## config.mk

```make
export PLATFORM = sky130hd
export DESIGN_NAME = chr_ctrl
export DESIGN_NICKNAME = d
export VERILOG_FILES = /design/src/sv/chr_pkg.sv /design/src/sv/chr_ctrl.sv
export SDC_FILE = /design/constraint.sdc
export NUM_CORES = 1
export LEC_CHECK = 0
export ABC_CLOCK_PERIOD_IN_PS = 4600
export BUFFER_PORTS_ARGS = -buffer_cell sky130_fd_sc_hd__buf_2
export CAP_MARGIN = 20
export CELL_PAD_IN_SITES_DETAIL_PLACEMENT = 1
export CELL_PAD_IN_SITES_GLOBAL_PLACEMENT = 1
export CORE_ASPECT_RATIO = 0.75
export CORE_MARGIN = 2
export CORE_UTILIZATION = 34
export CTS_CLUSTER_SIZE = 24
export DETAILED_ROUTE_END_ITERATION = 16
export GPL_TIMING_DRIVEN = 0
export PLACE_DENSITY_LB_ADDON = 0.05
export REMOVE_ABC_BUFFERS = 1
export SLEW_MARGIN = 0
export SYNTH_ARGS = -nofsm -noshare
export SYNTH_HDL_FRONTEND = slang
export SYNTH_SLANG_ARGS = --single-unit
```

## constraint.sdc

```tcl
create_clock -name i_clk -period 4.6 [get_ports i_clk]
set_input_delay 1.38 -clock i_clk [delete_from_list [all_inputs] [get_ports i_clk]]
set_output_delay 1.38 -clock i_clk [all_outputs]
set_load 0.01 [all_outputs]
```

## src/sv/chr_pkg.sv

```systemverilog
// ============================================================================
// chr_pkg
// Shared types, constants and lookup functions of the challenge response hash.
// ============================================================================
package chr_pkg;

    localparam int MAX_CHALLENGE_BYTES = 64;
    localparam int KEY_LEN             = 16;
    localparam logic [30:0] MOD31      = 31'h7FFF_FFFF;
    localparam logic [27:0] MIX_MULT   = 28'hE79_A9C1;
    localparam logic [7:0]  PAD_CHAR   = 8'h30;
    localparam logic [7:0]  MD5_END    = 8'h80;

    localparam logic [1:0] CFG_PID_FIRST = 2'd0;
    localparam logic [1:0] CFG_PID_LAST  = 2'd1;
    localparam logic [1:0] CFG_PID_LEN   = 2'd2;

    typedef enum logic [4:0] {
        S_IDLE, S_MD5_INIT, S_FETCH, S_CAPT, S_ROUND, S_BLK_END,
        S_MIX_INIT, S_MFETCH, S_MCAPT,
        S_M1, S_M2, S_M3, S_M4, S_M5, S_M6, S_M7, S_M8, S_M9, S_M10,
        S_FIN, S_EMIT
    } t_state;

    typedef enum logic [3:0] {
        OP_NONE, OP_MUL_C0, OP_RED_X, OP_MUL_M0, OP_ADD_M1, OP_RED_T,
        OP_RED_C1T, OP_MUL_M2, OP_ADD_M3, OP_RED_HI, OP_ACC_LO, OP_FINAL
    } t_mop;

    typedef struct packed {
        logic  load;
        logic  md5_init;
        logic  fetch;
        logic  capt;
        logic  mix;
        logic  round;
        logic  blk_end;
        logic  mix_init;
        t_mop  op;
        logic  emit_adv;
    } t_cmd;

    typedef struct packed {
        logic blk_full;
        logic md5_done;
        logic pair_full;
        logic mix_done;
        logic rnd_last;
        logic dig_last;
    } t_stat;

    function automatic logic [31:0] md5_k(input logic [5:0] i);
        logic [31:0] k;
        unique case (i)
            6'd0:  k = 32'hd76aa478; 6'd1:  k = 32'he8c7b756; 6'd2:  k = 32'h242070db;
            6'd3:  k = 32'hc1bdceee; 6'd4:  k = 32'hf57c0faf; 6'd5:  k = 32'h4787c62a;
            6'd6:  k = 32'ha8304613; 6'd7:  k = 32'hfd469501; 6'd8:  k = 32'h698098d8;
            6'd9:  k = 32'h8b44f7af; 6'd10: k = 32'hffff5bb1; 6'd11: k = 32'h895cd7be;
            6'd12: k = 32'h6b901122; 6'd13: k = 32'hfd987193; 6'd14: k = 32'ha679438e;
            6'd15: k = 32'h49b40821; 6'd16: k = 32'hf61e2562; 6'd17: k = 32'hc040b340;
            6'd18: k = 32'h265e5a51; 6'd19: k = 32'he9b6c7aa; 6'd20: k = 32'hd62f105d;
            6'd21: k = 32'h02441453; 6'd22: k = 32'hd8a1e681; 6'd23: k = 32'he7d3fbc8;
            6'd24: k = 32'h21e1cde6; 6'd25: k = 32'hc33707d6; 6'd26: k = 32'hf4d50d87;
            6'd27: k = 32'h455a14ed; 6'd28: k = 32'ha9e3e905; 6'd29: k = 32'hfcefa3f8;
            6'd30: k = 32'h676f02d9; 6'd31: k = 32'h8d2a4c8a; 6'd32: k = 32'hfffa3942;
            6'd33: k = 32'h8771f681; 6'd34: k = 32'h6d9d6122; 6'd35: k = 32'hfde5380c;
            6'd36: k = 32'ha4beea44; 6'd37: k = 32'h4bdecfa9; 6'd38: k = 32'hf6bb4b60;
            6'd39: k = 32'hbebfbc70; 6'd40: k = 32'h289b7ec6; 6'd41: k = 32'heaa127fa;
            6'd42: k = 32'hd4ef3085; 6'd43: k = 32'h04881d05; 6'd44: k = 32'hd9d4d039;
            6'd45: k = 32'he6db99e5; 6'd46: k = 32'h1fa27cf8; 6'd47: k = 32'hc4ac5665;
            6'd48: k = 32'hf4292244; 6'd49: k = 32'h432aff97; 6'd50: k = 32'hab9423a7;
            6'd51: k = 32'hfc93a039; 6'd52: k = 32'h655b59c3; 6'd53: k = 32'h8f0ccc92;
            6'd54: k = 32'hffeff47d; 6'd55: k = 32'h85845dd1; 6'd56: k = 32'h6fa87e4f;
            6'd57: k = 32'hfe2ce6e0; 6'd58: k = 32'ha3014314; 6'd59: k = 32'h4e0811a1;
            6'd60: k = 32'hf7537e82; 6'd61: k = 32'hbd3af235; 6'd62: k = 32'h2ad7d2bb;
            default: k = 32'heb86d391;
        endcase
        return k;
    endfunction

    function automatic logic [4:0] md5_s(input logic [3:0] i);
        logic [4:0] s;
        unique case (i)
            4'd0:  s = 5'd7;  4'd1:  s = 5'd12; 4'd2:  s = 5'd17; 4'd3:  s = 5'd22;
            4'd4:  s = 5'd5;  4'd5:  s = 5'd9;  4'd6:  s = 5'd14; 4'd7:  s = 5'd20;
            4'd8:  s = 5'd4;  4'd9:  s = 5'd11; 4'd10: s = 5'd16; 4'd11: s = 5'd23;
            4'd12: s = 5'd6;  4'd13: s = 5'd10; 4'd14: s = 5'd15; default: s = 5'd21;
        endcase
        return s;
    endfunction

    function automatic logic [7:0] key_byte(input logic [3:0] i);
        logic [7:0] c;
        unique case (i)
            4'd0:  c = 8'h43; 4'd1:  c = 8'h46; 4'd2:  c = 8'h48; 4'd3:  c = 8'h55;
            4'd4:  c = 8'h52; 4'd5:  c = 8'h24; 4'd6:  c = 8'h35; 4'd7:  c = 8'h32;
            4'd8:  c = 8'h55; 4'd9:  c = 8'h5F; 4'd10: c = 8'h7B; 4'd11: c = 8'h56;
            4'd12: c = 8'h49; 4'd13: c = 8'h58; 4'd14: c = 8'h35; default: c = 8'h54;
        endcase
        return c;
    endfunction

    // x mod (2^31 - 1) by two end-around folds and one subtract
    function automatic logic [30:0] mod31(input logic [63:0] x);
        logic [33:0] s1;
        logic [31:0] s2;
        s1 = 34'(x[30:0]) + 34'(x[63:31]);
        s2 = 32'(s1[30:0]) + 32'(s1[33:31]);
        if (s2 >= 32'(MOD31)) begin
            s2 = s2 - 32'(MOD31);
        end
        return s2[30:0];
    endfunction

endpackage

```

## src/sv/chr_ctrl.sv

```systemverilog
// ============================================================================
// chr_ctrl
// Sequencer: load, MD5 blocks, modular mixing per word pair, hex emit.
// ============================================================================
module chr_ctrl (
    input  logic           i_clk,
    input  logic           i_rst_n,
    input  logic           i_valid,
    input  logic           i_is_last,
    input  logic           i_ready,
    input  chr_pkg::t_stat i_stat,
    output chr_pkg::t_cmd  o_cmd,
    output logic           o_ready,
    output logic           o_valid
);

    chr_pkg::t_state r_state, n_state;

    always_ff @(posedge i_clk) begin
        if (!i_rst_n) begin
            r_state <= chr_pkg::S_IDLE;
        end else begin
            r_state <= n_state;
        end
    end

    always_comb begin
        n_state = r_state;
        o_cmd   = '0;
        o_cmd.op = chr_pkg::OP_NONE;
        o_ready = 1'b0;
        o_valid = 1'b0;
        unique case (r_state)
            chr_pkg::S_IDLE: begin
                o_ready = 1'b1;
                if (i_valid) begin
                    o_cmd.load = 1'b1;
                    if (i_is_last) n_state = chr_pkg::S_MD5_INIT;
                end
            end
            chr_pkg::S_MD5_INIT: begin
                o_cmd.md5_init = 1'b1;
                n_state = chr_pkg::S_FETCH;
            end
            chr_pkg::S_FETCH: begin
                o_cmd.fetch = 1'b1;
                n_state = chr_pkg::S_CAPT;
            end
            chr_pkg::S_CAPT: begin
                o_cmd.capt = 1'b1;
                n_state = i_stat.blk_full ? chr_pkg::S_ROUND : chr_pkg::S_FETCH;
            end
            chr_pkg::S_ROUND: begin
                o_cmd.round = 1'b1;
                if (i_stat.rnd_last) n_state = chr_pkg::S_BLK_END;
            end
            chr_pkg::S_BLK_END: begin
                o_cmd.blk_end = 1'b1;
                n_state = i_stat.md5_done ? chr_pkg::S_MIX_INIT : chr_pkg::S_FETCH;
            end
            chr_pkg::S_MIX_INIT: begin
                o_cmd.mix_init = 1'b1;
                n_state = chr_pkg::S_MFETCH;
            end
            chr_pkg::S_MFETCH: begin
                o_cmd.fetch = 1'b1;
                o_cmd.mix   = 1'b1;
                n_state = chr_pkg::S_MCAPT;
            end
            chr_pkg::S_MCAPT: begin
                o_cmd.capt = 1'b1;
                o_cmd.mix  = 1'b1;
                n_state = i_stat.pair_full ? chr_pkg::S_M1 : chr_pkg::S_MFETCH;
            end
            chr_pkg::S_M1:  begin o_cmd.op = chr_pkg::OP_MUL_C0;  n_state = chr_pkg::S_M2;  end
            chr_pkg::S_M2:  begin o_cmd.op = chr_pkg::OP_RED_X;   n_state = chr_pkg::S_M3;  end
            chr_pkg::S_M3:  begin o_cmd.op = chr_pkg::OP_MUL_M0;  n_state = chr_pkg::S_M4;  end
            chr_pkg::S_M4:  begin o_cmd.op = chr_pkg::OP_ADD_M1;  n_state = chr_pkg::S_M5;  end
            chr_pkg::S_M5:  begin o_cmd.op = chr_pkg::OP_RED_T;   n_state = chr_pkg::S_M6;  end
            chr_pkg::S_M6:  begin o_cmd.op = chr_pkg::OP_RED_C1T; n_state = chr_pkg::S_M7;  end
            chr_pkg::S_M7:  begin o_cmd.op = chr_pkg::OP_MUL_M2;  n_state = chr_pkg::S_M8;  end
            chr_pkg::S_M8:  begin o_cmd.op = chr_pkg::OP_ADD_M3;  n_state = chr_pkg::S_M9;  end
            chr_pkg::S_M9:  begin o_cmd.op = chr_pkg::OP_RED_HI;  n_state = chr_pkg::S_M10; end
            chr_pkg::S_M10: begin
                o_cmd.op = chr_pkg::OP_ACC_LO;
                n_state = i_stat.mix_done ? chr_pkg::S_FIN : chr_pkg::S_MFETCH;
            end
            chr_pkg::S_FIN: begin
                o_cmd.op = chr_pkg::OP_FINAL;
                n_state = chr_pkg::S_EMIT;
            end
            chr_pkg::S_EMIT: begin
                o_valid = 1'b1;
                if (i_ready) begin
                    o_cmd.emit_adv = 1'b1;
                    if (i_stat.dig_last) n_state = chr_pkg::S_IDLE;
                end
            end
            default: n_state = chr_pkg::S_IDLE;
        endcase
    end

endmodule

```

==> summary.txt, run 1 <==
Clock network
  • Deepest clock path buffer count: 2
  • Skew-Pair Late Insertion Delay: 0.25 ns
  • CTS buffer count: 3
  • TritonCTS sink count: 5
  • Hold bufs inserted after CTS: 0
  • CTS tree: yes
  • CTS root buffer: clkbuf_4
  • Setup Buffers After CTS: 0
  • Post-cts resize count: 0
  • H-Tree Depth: 1
  • Clock transition at path regs: 0.05 ns

Min path
  • Hold WC Path Type: reg2reg
  • Worst Hold Path EP: r_state[3]$_SDFFE_PN0P_
  • HP Start: r_state[3]$_SDFFE_PN0P_
  • Hold Path Depth: 2

Route
  • Final ANT Viol Nets: 0
  • DR vias/cell: 5.46
  • DRT iter0 DRCs: 8
  • DRC viols: 0
  • Via count: 677
  • Final wirelength: 1700 um
  • DR WL/cell: 13.7 um
  • DR pass1 iterations: 4

Timing
  • Clock Skew: 0.00342 ns
  • Max-slew violation total from the final report: 0
  • Slew HR: 0.525
  • Count of final hold-check violations: 0
  • Max Fclk: 316 MHz
  • Period utilisation layout: 0.688
  • Worst setup margin: 1.43 ns
  • Crit path time final: 3.17 ns
  • # setup viols final: 0
  • Slew @ Worst Pin: 0.711 ns
  • RSZ-0062 raised after global routing: false
  • Final setup TNS: 0 ns

Outcome
  • Status: complete, no violations

Yosys
  • Yosys cell types: 37
  • Sequential area share after synthesis: 0.164
  • Top_reg_cell synth: dfxtp_1
  • Seq cells post-synth: 5
  • Synth top cells by count: a21oi_1 (7), nor3_1 (7), nor2b_1 (6)
  • Syn Std Cell Area: 612 um^2
  • Post-Syn Instances: 83
  • Synth area leader: dfxtp_1
  • Mapped Avg Cell Area: 7.37 um^2
  • Synth top area share: 0.164
  • Top post-synthesis cells by area: dfxtp_1 (16%), nor2b_1 (6.1%), a21oi_1 (5.7%)
  • Ys Warns: 0
  • Post-synth EDFFs: 0
  • Synth async-reset ratio: 0

Setup path
  • R2r endpoint: r_state[2]$_SDFFE_PN0P_
  • CP Launch Type: flip-flop
  • Crit path max fanout: 21
  • Crit path max-delay family: flip-flops
  • R2R Setup Slk: 2.79 ns
  • Setup crit end kind: output pin
  • Worst R2R Start: r_state[1]$_SDFFE_PN0P_
  • CP Data Required Time: 3.22 ns
  • Cell breakdown of the critical path: nor2_1, and3_1, and2_1, buf_2
  • Max stage delay cell, worst path: dfxtp_1
  • Setup CP Type: reg2out
  • R2R depth: 4
  • CP max stage delay: 0.78 ns
  • Critical path buffer and inverter count: 1
  • Critical path arrival: 1.79 ns

Die
  • Die area: 0.00216 mm^2
  • Initial core utilization: 0.358
  • FP Rows: 13
  • Top Ports: 26
  • Die X-Extent: 53.0 um
  • Core area: 0.00171 mm^2
  • Die Y: 40.7 um

Global route
  • Initial antenna violation count: 0
  • Largest net degree at the start of global routing: 22
  • Vias in the first global route: 561
  • Total track usage: 0.170
  • Global-route wire length before repair: 2580 um
  • GRT overflow: 0

Final layout
  • Max reg flops: 5
  • Top flop regs: r_state (5)
  • Post-route cell area: 726 um^2
  • Area Overhead vs Synth: 18.6%
  • Largest reg by FF count: r_state
  • Number of fill cells in the layout: 233
  • NumNets Final: 114
  • Ant diodes: 0
  • Layout cell share with drive strength beyond 1: 0.314

Power and ir drop
  • Max rail drop VDD: 0.0948 mV
  • Power Dens Cells: 221 mW/mm^2
  • Leakage: 0.318 nW

Placement
  • Pre-CTS setup slack: 1.47 ns
  • Placed cell areas: 699 um^2
  • Dpl hpwl: 1140 um
  • Port Buffers: 25
  • Placer Congestion: 0.723

Flow run
  • Max-cap violations: 0
==> cells in the final DEF (no fill, tap or decap), types with 2 or more instances in the layout <==
cell / instances
clkbuf_4: 3
a21oi_1: 7
nand2_1: 3
nand4_1: 2
nand3b_1: 3
and2_1: 3
nand2b_1: 5
nand3_1: 3
nor3_1: 7
nor3b_1: 2
nor2_1: 5
dfxtp_1: 5
buf_2: 25
nor2b_1: 6
o31a_1: 2
==> area by class of cell <==
type	count	area, um^2	share of cell area
multi-input cells	68	447	0.616
well taps	22	27.5	0.0379
repair buffers	25	125	0.172
flip-flops and latches	5	100	0.138
clock buffers	4	26.3	0.0362
==> worst max-delay path by stage <==
stage | start | endpoint | slack [ns] | depth (start not counted)
3_5_place_dp | i_valid | o_cmd[12] | 1.47 | 3
4_1_cts | r_state[2]$_SDFFE_PN0P_ | o_cmd[12] | 1.42 | 4
6_report | r_state[0]$_SDFFE_PN0P_ | o_cmd[0] | 1.43 | 4
3_3_place_gp | i_valid | o_cmd[12] | 1.49 | 3
2_1_floorplan | i_ready | o_cmd[0] | 1.69 | 1
5_1_grt | r_state[0]$_SDFFE_PN0P_ | o_cmd[0] | 1.29 | 4
==> report_power, final <==
part           internal, mW  switching, mW
Sequential           0.0463         0.0156
Clock                0.0330         0.0211
Combinational        0.0232         0.0212
Total                 0.103         0.0579
==> routing by layer <==
layer,vias to the layer above,wire length [um],GRT usage
li1,340,-,-
met1,315,813,0.203
met2,20,783,0.300
met3,2,86,0.0474
met4,0,20,0.0577
met5,-,0,0
==> worst register-to-register path, stage by stage (launching register included) <==
cell      delay [ns]
dfxtp_1         0.74
o21bai_1        0.21
a21oi_1         0.08
o311a_1         0.38
o31a_1          0.29
==> logic make-up (layout without fill, tap and decap cells) <==
kind of cell | after synthesis | count (layout) | share of synthesized area
compound gates | 18 | 18 | 0.202
buf+inv | 10 | 29 | 0.106
simple gates | 48 | 48 | 0.499
flops | 5 | 5 | 0.164
xor+xnor | 2 | 2 | 0.0286
==> stage by stage <==
| step | std cells | hold slack (ns) | util | power [mW] |
|---|---|---|---|---|
| 6_report | 124 | 0.829 | 0.425 | 0.160 |
| 5_1_grt | 124 | 0.869 | 0.425 | 0.173 |
| 4_1_cts | 124 | 0.832 | 0.425 | 0.163 |
| 3_5_place_dp | 120 | 0.825 | 0.410 | 0.107 |
| 3_3_place_gp | 120 | 0.818 | 0.410 | 0.106 |
| 2_1_floorplan | 73 | 0.696 | - | 0.0872 |
Note: power is estimated with default switching activity, not from simulation.
==> run 2, diff against run 1 <==
Settings changed: ABC_CLOCK_PERIOD_IN_PS 4600 to 2700, CORE_UTILIZATION 34 to 28.
Clock period 4.6 ns to 2.7 ns, I/O delays scaled along.
==> run 2 against run 1 <==
Net effect:
- final cell count rose by 1.6%
- largest power group unchanged
- sequential share of layout area rose by 0.25 points
- die area rose by 19%
- critical path type unchanged
- largest cell class unchanged
- clock skew fell by 0.0013 ns
- count of clock-buffer cells in the layout did not move
- critical path depth did not move
==> summary.txt, run 2 (synthesis gave the netlist of run 1 again) <==
Power and ir drop
  • Logic pwr share: 0.283 (+0.006)
  • Seq pwr share: 0.398 (+0.012)
  • Max rail drop VDD: 0.166 mV (+75%)
  • Leakage: 0.319 nW (+0.26%)
  • Power Dens Cells: 364 mW/mm^2 (+65%)
  • Internal power: 0.175 mW (+70%)
  • Switching power: 0.0910 mW (+57%)
  • Sw Ratio: 0.342 (-0.0185)
  • Clock network power share: 0.319 (-0.018)

Setup path
  • CP max stage delay: 0.78 ns (about the same)
  • Max stage delay cell, worst path: dfxtp_1
  • Setup CP Type: reg2out
  • Critical path arrival: 1.75 ns (-0.04 ns)
  • CP Data Required Time: 1.89 ns (-1.33 ns)
  • Cell breakdown of the critical path: nor2b_1, nor2_1, nor2b_1, buf_2
  • Cell mode on critical path: nor2b_1
  • Setup crit end kind: output pin
  • CP Launch Type: flip-flop
  • Crit path max fanout: 17 (-19%)

Timing
  • Slew HR: 0.516 (-0.00903)
  • Worst setup margin: 0.143 ns (-1.29 ns)
  • Crit path time final: 2.56 ns
  • # setup viols final: 0 (unchanged)
  • Count of final hold-check violations: 0 (unchanged)
  • Max Fclk: 391 MHz
  • Max-slew violation total from the final report: 0 (unchanged)
  • Slew @ Worst Pin: 0.725 ns (+0.0135 ns)
  • Period utilisation layout: 0.947
  • RSZ-0062 raised after global routing: false
  • Clock Skew: 0.00213 ns (-0.00130 ns)
  • Final setup TNS: 0 ns (unchanged)
  • Worst hold slack: 0.711 ns (-0.119 ns)

Clock network
  • Setup Buffers After CTS: 0 (unchanged)
  • Hold bufs inserted after CTS: 0 (unchanged)
  • Deepest clock path buffer count: 2 (unchanged)
  • CTS root buffer: clkbuf_4
  • H-Tree Depth: 1 (unchanged)
  • TritonCTS sink count: 5 (unchanged)
  • Clock transition at path regs: 0.04 ns (about the same)
  • Skew-Pair Late Insertion Delay: 0.24 ns (about the same)
  • Post-cts resize count: 0 (unchanged)
  • CTS tree: yes
  • CTS buffer count: 3 (unchanged)

Route
  • Final ANT Viol Nets: 0 (unchanged)
  • DRC viols: 0 (unchanged)
  • DRT iter0 DRCs: 12 (+4)
  • DR pass1 iterations: 5 (+1)
  • DR WL/cell: 13.8 um (+0.55%)
  • DR vias/cell: 5.34 (-2.2%)
  • Via count: 673 (-0.59%)
  • Final wirelength: 1740 um (+2.2%)

Placement
  • Placed cell areas: 702 um^2 (+0.36%)
  • Pre-CTS setup slack: 0.338 ns (-1.13 ns)
  • Port Buffers: 25 (unchanged)
  • Dpl hpwl: 1220 um (+6.9%)
  • Placer Congestion: 0.659 (-8.8%)

Final layout
  • Largest reg by FF count: r_state
  • Layout cell share with drive strength beyond 1: 0.333 (+0.0196)
  • Footprint of the multi-input gates: 447 um^2 (unchanged)
  • NumNets Final: 114 (unchanged)
  • Reg area: 103 um^2 (+2.5%)
  • Most common cell after layout, fill and taps aside: buf_2
  • Ant diodes: 0 (unchanged)
  • Max reg flops: 5 (unchanged)
  • Top flop regs: r_state (5)
  • Fin util: 0.360 (-0.0653)
  • Number of fill cells in the layout: 275 (+18%)
  • Area Overhead vs Synth: 19.4%
  • Post-route cell area: 731 um^2 (+0.69%)
  • Most frequent cells in the layout: buf_2 (25), nor3_1 (7), a21oi_1 (7), nor2b_1 (6)

Global route
  • Global-route wire length before repair: 2830 um (+9.7%)
  • Total track usage: 0.143 (-0.0268)
  • Initial antenna violation count: 0 (unchanged)
  • Largest net degree at the start of global routing: 22 (unchanged)
  • Vias in the first global route: 620 (+11%)
  • GRT overflow: 0 (unchanged)

Min path
  • Hold WC Path Type: reg2reg

Outcome
  • Status: complete, no violations

Die
  • Die area: 0.00258 mm^2 (+19%)
  • FP Rows: 14 (+1)
  • Top Ports: 26 (unchanged)
  • Core area: 0.00203 mm^2 (+19%)
  • Die Y: 44.5 um (+9.2%)
  • Initial core utilization: 0.301 (-0.0571)
  • Die X-Extent: 58.0 um (+9.4%)

Flow run
  • Max-cap violations: 0 (unchanged)
-- run 2: critical path, delay by kind of cell (launching register included) --
kind | cells | cell delay, ns
simple gates | 3 | 0.59
flops | 1 | 0.78
buf+inv | 1 | 0.13
-- run 2: layout make-up --
cell class	count	share of cell area
Clock buffer	4	0.0360
Multi-Input combinational cell	68	0.611
Timing Repair Buffer	25	0.171
Tap cell	24	0.0411
Sequential cell	5	0.140
-- run 2: per-stage QoR --
stage,total power [mW],cells
5_1_grt,0.287,126
4_1_cts,0.274,126
2_1_floorplan,0.149,73
6_report,0.266,126
3_5_place_dp,0.183,122
3_3_place_gp,0.182,122
-- run 2: worst paths after layout --
kind / startpoint / end / slack (ns) / cells past startpoint
setup / recovery: r_state[3]$_SDFFE_PN0P_ / o_cmd[2] / 0.14 / 4
hold / removal: r_state[0]$_SDFFE_PN0P_ / r_state[3]$_SDFFE_PN0P_ / 0.71 / 2
setup reg to reg: r_state[3]$_SDFFE_PN0P_ / r_state[2]$_SDFFE_PN0P_ / 0.87 / 4
hold reg to reg: r_state[0]$_SDFFE_PN0P_ / r_state[3]$_SDFFE_PN0P_ / 0.71 / 2
-- run 2: power by group through the flow --
stage / Combinational, mW / Sequential, mW / Clock (mW)
floorplan: 0.0505 / 0.0981 / 0
global route: 0.0841 / 0.109 / 0.0939
CTS: 0.0764 / 0.106 / 0.0915
global placement: 0.0746 / 0.107 / 0
detailed placement: 0.0763 / 0.107 / 0
finish: 0.0752 / 0.106 / 0.0848
-- run 2: routing by layer --
| metal | track usage | part of all wire | up-vias |
|---|---|---|---|
| li1 | - | - | 343 |
| met1 | 0.172 | 0.50 | 314 |
| met2 | 0.255 | 0.45 | 14 |
| met3 | 0.0175 | 0.041 | 2 |
| met4 | 0.0698 | 0.0069 | 0 |
| met5 | 0 | 0 | - |
